===== config.mk =====
export PLATFORM = sky130hd
export DESIGN_NAME = ajac_sqrt
export DESIGN_NICKNAME = d
export VERILOG_FILES = /design/src/design/ajac_pkg.sv /design/src/design/ajac_sqrt_cell.sv /design/src/design/ajac_sqrt.sv
export SDC_FILE = /design/constraint.sdc
export NUM_CORES = 2
export LEC_CHECK = 0
export BUFFER_PORTS_ARGS = -buffer_cell sky130_fd_sc_hd__buf_2
export CORE_ASPECT_RATIO = 1.25
export CORE_MARGIN = 2
export CORE_UTILIZATION = 64
export CTS_BUF_LIST = sky130_fd_sc_hd__clkbuf_16
export DETAILED_ROUTE_END_ITERATION = 16
export GPL_TIMING_DRIVEN = 0
export MAX_ROUTING_LAYER = met4
export PLACE_DENSITY_LB_ADDON = 0.05
export RECOVER_POWER = 25
export SLEW_MARGIN = 20
export SYNTH_ARGS = -nofsm -noshare
export SYNTH_HDL_FRONTEND = slang
export SYNTH_SLANG_ARGS = --single-unit

===== constraint.sdc =====
create_clock -name clk_i -period 4.9 [get_ports clk_i]
set_input_delay 0.49 -clock clk_i [delete_from_list [all_inputs] [get_ports clk_i]]
set_output_delay 0.49 -clock clk_i [all_outputs]
set_load 0.05 [all_outputs]

===== src/design/ajac_pkg.sv =====
package ajac_pkg;

  localparam int COORD_WIDTH     = 14;
  localparam int ANGLE_FRAC_BITS = 13;

  localparam int CORDIC_STEPS = 30;
  localparam int SQRT_STEPS   = 32;
  // Normalize, shift, the steps and the final clamp.
  localparam int CORDIC_LAT   = CORDIC_STEPS + 3;

  localparam int ANG_W  = 32;
  localparam int CX_W   = 33;
  localparam int SQ_W   = 63;
  localparam int NORM_W = 30;

  localparam logic [33:0] PI_Q30      = 34'd3373259426;
  localparam logic [33:0] HALF_PI_Q30 = 34'd1686629713;
  localparam logic [33:0] HUNDRED_Q30 = 34'd10737418;

  typedef struct packed {
    logic signed [CX_W-1:0] x;
    logic signed [CX_W-1:0] y;
    logic signed [CX_W-1:0] z;
    logic                   a_zero;
    logic                   b_zero;
  } cordic_t;

  typedef struct packed {
    logic [SQ_W-1:0] n;
    logic [SQ_W-1:0] r;
  } sqrt_t;

  function automatic logic signed [CX_W-1:0] atan_tab(input int i);
    logic [31:0] v;
    case (i)
      0:  v = 32'h3243F6A8;
      1:  v = 32'h1DAC6705;
      2:  v = 32'h0FADBAFC;
      3:  v = 32'h07F56EA6;
      4:  v = 32'h03FEAB76;
      5:  v = 32'h01FFD55B;
      6:  v = 32'h00FFFAAA;
      7:  v = 32'h007FFF55;
      8:  v = 32'h003FFFEA;
      9:  v = 32'h001FFFFD;
      10: v = 32'h000FFFFF;
      11: v = 32'h0007FFFF;
      12: v = 32'h0003FFFF;
      13: v = 32'h0001FFFF;
      14: v = 32'h0000FFFF;
      15: v = 32'h00007FFF;
      16: v = 32'h00003FFF;
      17: v = 32'h00001FFF;
      18: v = 32'h00000FFF;
      19: v = 32'h000007FF;
      20: v = 32'h000003FF;
      21: v = 32'h000001FF;
      22: v = 32'h000000FF;
      23: v = 32'h0000007F;
      24: v = 32'h0000003F;
      25: v = 32'h0000001F;
      26: v = 32'h0000000F;
      27: v = 32'h00000007;
      28: v = 32'h00000003;
      29: v = 32'h00000001;
      default: v = 32'h0;
    endcase
    return $signed({1'b0, v});
  endfunction

endpackage


===== src/design/ajac_sqrt_cell.sv =====
module ajac_sqrt_cell #(
  parameter int STEP = 0
) (
  input  logic            clk_i,
  input  logic            en_i,
  input  ajac_pkg::sqrt_t d_i,
  output ajac_pkg::sqrt_t d_o
);

  localparam int SW = ajac_pkg::SQ_W;
  localparam logic [SW-1:0] BITV = SW'(1) << (2 * (ajac_pkg::SQRT_STEPS - 1 - STEP));

  logic [SW-1:0]   rb;
  ajac_pkg::sqrt_t nxt;
  ajac_pkg::sqrt_t st_q;

  always_comb begin
    rb = d_i.r + BITV;
    if (d_i.n >= rb) begin
      nxt.n = d_i.n - rb;
      nxt.r = (d_i.r >> 1) + BITV;
    end else begin
      nxt.n = d_i.n;
      nxt.r = d_i.r >> 1;
    end
  end

  always_ff @(posedge clk_i) begin
    if (en_i) begin
      st_q <= nxt;
    end
  end

  assign d_o = st_q;

endmodule


===== src/design/ajac_sqrt.sv =====
module ajac_sqrt (
  input  logic                       clk_i,
  input  logic                       en_i,
  input  logic [2*ajac_pkg::NORM_W+1:0] m_i,
  output logic [ajac_pkg::ANG_W-1:0]    root_o
);

  ajac_pkg::sqrt_t st [ajac_pkg::SQRT_STEPS+1];

  assign st[0].n = ajac_pkg::SQ_W'(m_i);
  assign st[0].r = '0;

  for (genvar g = 0; g < ajac_pkg::SQRT_STEPS; g++) begin : g_cell
    ajac_sqrt_cell #(.STEP(g)) u_cell (
      .clk_i(clk_i),
      .en_i (en_i),
      .d_i  (st[g]),
      .d_o  (st[g+1])
    );
  end

  assign root_o = st[ajac_pkg::SQRT_STEPS].r[ajac_pkg::ANG_W-1:0];

endmodule


==> flow_metrics.env <==
export IMPL_status="completed"
export IMPL_coreArea_mm2=0.1822
export IMPL_maxSlewViolCount=0
export IMPL_cp_data_required_time_ps=5520
export IMPL_worstMarginPinSlew_ps=1151
export IMPL_gpl_final_weighted_congestion=0.9569
export IMPL_finalClockSkew_ps=60.70
export IMPL_synth_edff_count=2448
export IMPL_synth_most_common_cell="edfxtp_1"
export IMPL_die_h_um=482.8
export IMPL_place_area_mm2=0.1214
export IMPL_cts_buffer_depth=3
export IMPL_grt_pass1_vias=76617
export IMPL_io_buffers=94
export IMPL_max_freq_mhz=210.2
export IMPL_areaGrowthSynthToFinish_pct=10.47
export IMPL_first_pass_iters=6
export IMPL_drive_gt1_share_pct=6.391
export IMPL_ys_seq_area_share_pct=62.62
export IMPL_first_iter_violations=7745
export IMPL_clkSinkCount=2448
export IMPL_crit_fanout=10
export IMPL_ys_seq_elements=2448
export IMPL_final_nets=10350
export IMPL_cts_buffers=224
export IMPL_wl_mm=295.6
export IMPL_clkSlewWorstSetupHoldPaths_ps=60
export IMPL_cts_tree="built"
export IMPL_synth_main_ff_cell="edfxtp_1"
export IMPL_grt_overflow_total=0
export IMPL_setup_viol=0
export IMPL_period_share_pct=97.11
export IMPL_cp_end_kind="flip-flop"
export IMPL_grt_pass1_wl_mm=447.2
export IMPL_viasPerCell=6.299
export IMPL_rows=175
export IMPL_hold_viol=0
export IMPL_root_buffer="clkbuf_16"
export IMPL_p_total_uw=58550
export IMPL_grt_max_degree=159
export IMPL_setup_ws_ps=141.6
export IMPL_peakVddDrop_v=0.0003859
export IMPL_drc_errors=0
export IMPL_syn_inst=9363
export IMPL_synth_cell_type_count=85
export IMPL_worstPathArrival_ps=5380
export IMPL_p_leak_uw=0.04848
export IMPL_hpwl_mm=216.8
export IMPL_final_area_mm2=0.1297
export IMPL_synth_area_mm2=0.1174
export IMPL_slowest_stage="a2111oi_1"
export IMPL_yosysWarnings=0
export IMPL_slowest_delay_ps=660
export IMPL_largest_reg_flops=2448
export IMPL_syn_avg_cell_area_um2=12.54
export IMPL_period_minus_slack_ps=4758
export IMPL_drv_cap=0
export IMPL_p_per_area_mw_per_mm2=451.6
export IMPL_rsz0062_at_grt="false"
export IMPL_ios=96
export IMPL_dp_cells=11864
export IMPL_synth_nets=9952
export IMPL_antenna_found_initial=13
export IMPL_layoutNonFillerInstCount=12348
export IMPL_wl_per_cell_um=23.94
export IMPL_yosys_top_cells_count="2448 x edfxtp_1, 655 x nor2_1, 654 x inv_1"
export IMPL_pre_cts_slack_ps=-255.6
export IMPL_ant_nets=0
export IMPL_slew_headroom_pct=22.53
export IMPL_htree_levels=4
export IMPL_clk_latency_ps=900
export IMPL_async_reset_ff_share_pct=0
export IMPL_setup_worst_path_start_class="flip-flop"
export IMPL_start_util_pct=64.43
export IMPL_num_vias=77786
export IMPL_path_class="reg -> reg"
export IMPL_die_x_um=387.1
export IMPL_dieArea_mm2=0.1869
export IMPL_yosys_area_top_type="edfxtp_1"
export IMPL_hold_class="in -> reg"
export IMPL_yosys_top_cells_area="edfxtp_1 63%, ha_1 5.6%, xnor2_1 3.6%, xor2_1 2.7%, a21oi_1 2.6%"
export IMPL_path_cells="inv_1 > ha_1 > nand4_1 > a21oi_1 > o21ai_0 > a2111oi_1 > o211ai_1 > a21boi_0 > a21oi_2 > clkbuf_1 > clkbuf_1 > o21ai_0"
export IMPL_synth_top_cell_area_share_pct=62.62
export IMPL_track_usage_pct=32.16
[final cells by class]
class | count | area, um^2
multi-input cells | 6046 | 40670
clock buffers | 226 | 5655
diodes | 8 | 20.02
plain buffers | 210 | 818.3
inverters | 657 | 2470
flip-flops and latches | 2448 | 73510
well taps | 2389 | 2989
repair buffers | 174 | 1568
clock inverters | 190 | 1972
fillers | 12319 | 52510
[stage by stage]
stage / hold WS [ps] / utilization [%] / TNS, ps
2_1_floorplan: 416.6 / - / 0
3_3_place_gp: 422.2 / 66.33 / -
3_5_place_dp: 427.6 / 66.62 / -3661
4_1_cts: 95.88 / 71.15 / 0
5_1_grt: 157.2 / 71.18 / 0
6_report: 101.3 / 71.18 / 0
[worst max-delay path: cells and delay by family (launching register included)]
family	cells	cell delay [ps]
compound gates	7	2690
buf+inv	3	770
flops	1	470
simple gates	1	170
fa+ha+maj	1	380
[placed cells by master, fill, tap and decap left out, types with 40 or more instances in the layout]
master,instances
a211oi_1,41
a21o_1,232
a21oi_1,607
a31oi_1,53
and3_1,40
buf_2,89
clkbuf_1,194
clkbuf_16,226
clkinv_1,40
clkinv_2,41
dlygate4sd3_1,62
edfxtp_1,2448
ha_1,525
inv_1,678
mux2_2,79
nand2_1,533
nand2b_1,93
nand3_1,153
nand4_1,192
nor2_1,655
nor2b_1,71
nor3_1,270
nor4_1,344
nor4b_1,52
o211ai_1,40
o21a_1,86
o21ai_0,399
o31ai_1,48
or2_2,42
or3_1,107
or4_1,90
xnor2_1,477
xor2_1,361
[metal layers]
| metal | vias up | part of all wire [%] | wire length (um) | track usage (%) |
|---|---|---|---|---|
| met1 | 37896 | 38 | 113000 | 38.22 |
| met4 | 0 | 4.1 | 12200 | 12.06 |
| li1 | 36041 | - | - | - |
| met5 | - | 0 | 0 | - |
| met3 | 717 | 6.1 | 17910 | 4.044 |
| met2 | 3132 | 52 | 152500 | 56.37 |
[path summary, 6_finish.rpt]
check                          endpoint  slack (ps)                       from  depth (start not counted)
min reg2reg   g_cell[23].u_cell.d_o[75]         410  g_cell[22].u_cell.d_o[75]                          0
min          g_cell[16].u_cell.d_o[122]         100                       en_i                          1
max reg2reg   g_cell[27].u_cell.d_o[94]         140  g_cell[26].u_cell.d_o[15]                         12
max           g_cell[27].u_cell.d_o[94]         140  g_cell[26].u_cell.d_o[15]                         12
[power by group]
part           total (uW)  switching [uW]  internal, uW  leakage [uW]
Clock               17900            8050          9870       0.00374
Combinational       12200            7450          4780        0.0212
Sequential          28400            2070         26300        0.0235
Total               58600           17600         41000        0.0485
[cells by family (layout without fill, tap and decap cells)]
group                      after synthesis  after routing  share of synthesized area, %
muxes                                   87             87                        0.8261
adders and majority gates              525            525                         5.596
other                                    1              9                      0.003195
buffers and inverters                  869           1457                         2.798
and+or+nand+nor                       2836           2836                         12.64
xor gates and xnor gates               838            838                         6.253
AOI/OAI and AO/OA                     1759           1759                         9.255
DFF                                   2448           2448                         62.62
[repair_timing]
item	4_1_cts	5_1_grt
hold buffers	62	0
endpoints found under the setup margin	38	60
resized for setup	6	10
endpoints found under the hold margin	62	0
buffers inserted	0	0
(Power assumes the default switching activity.)
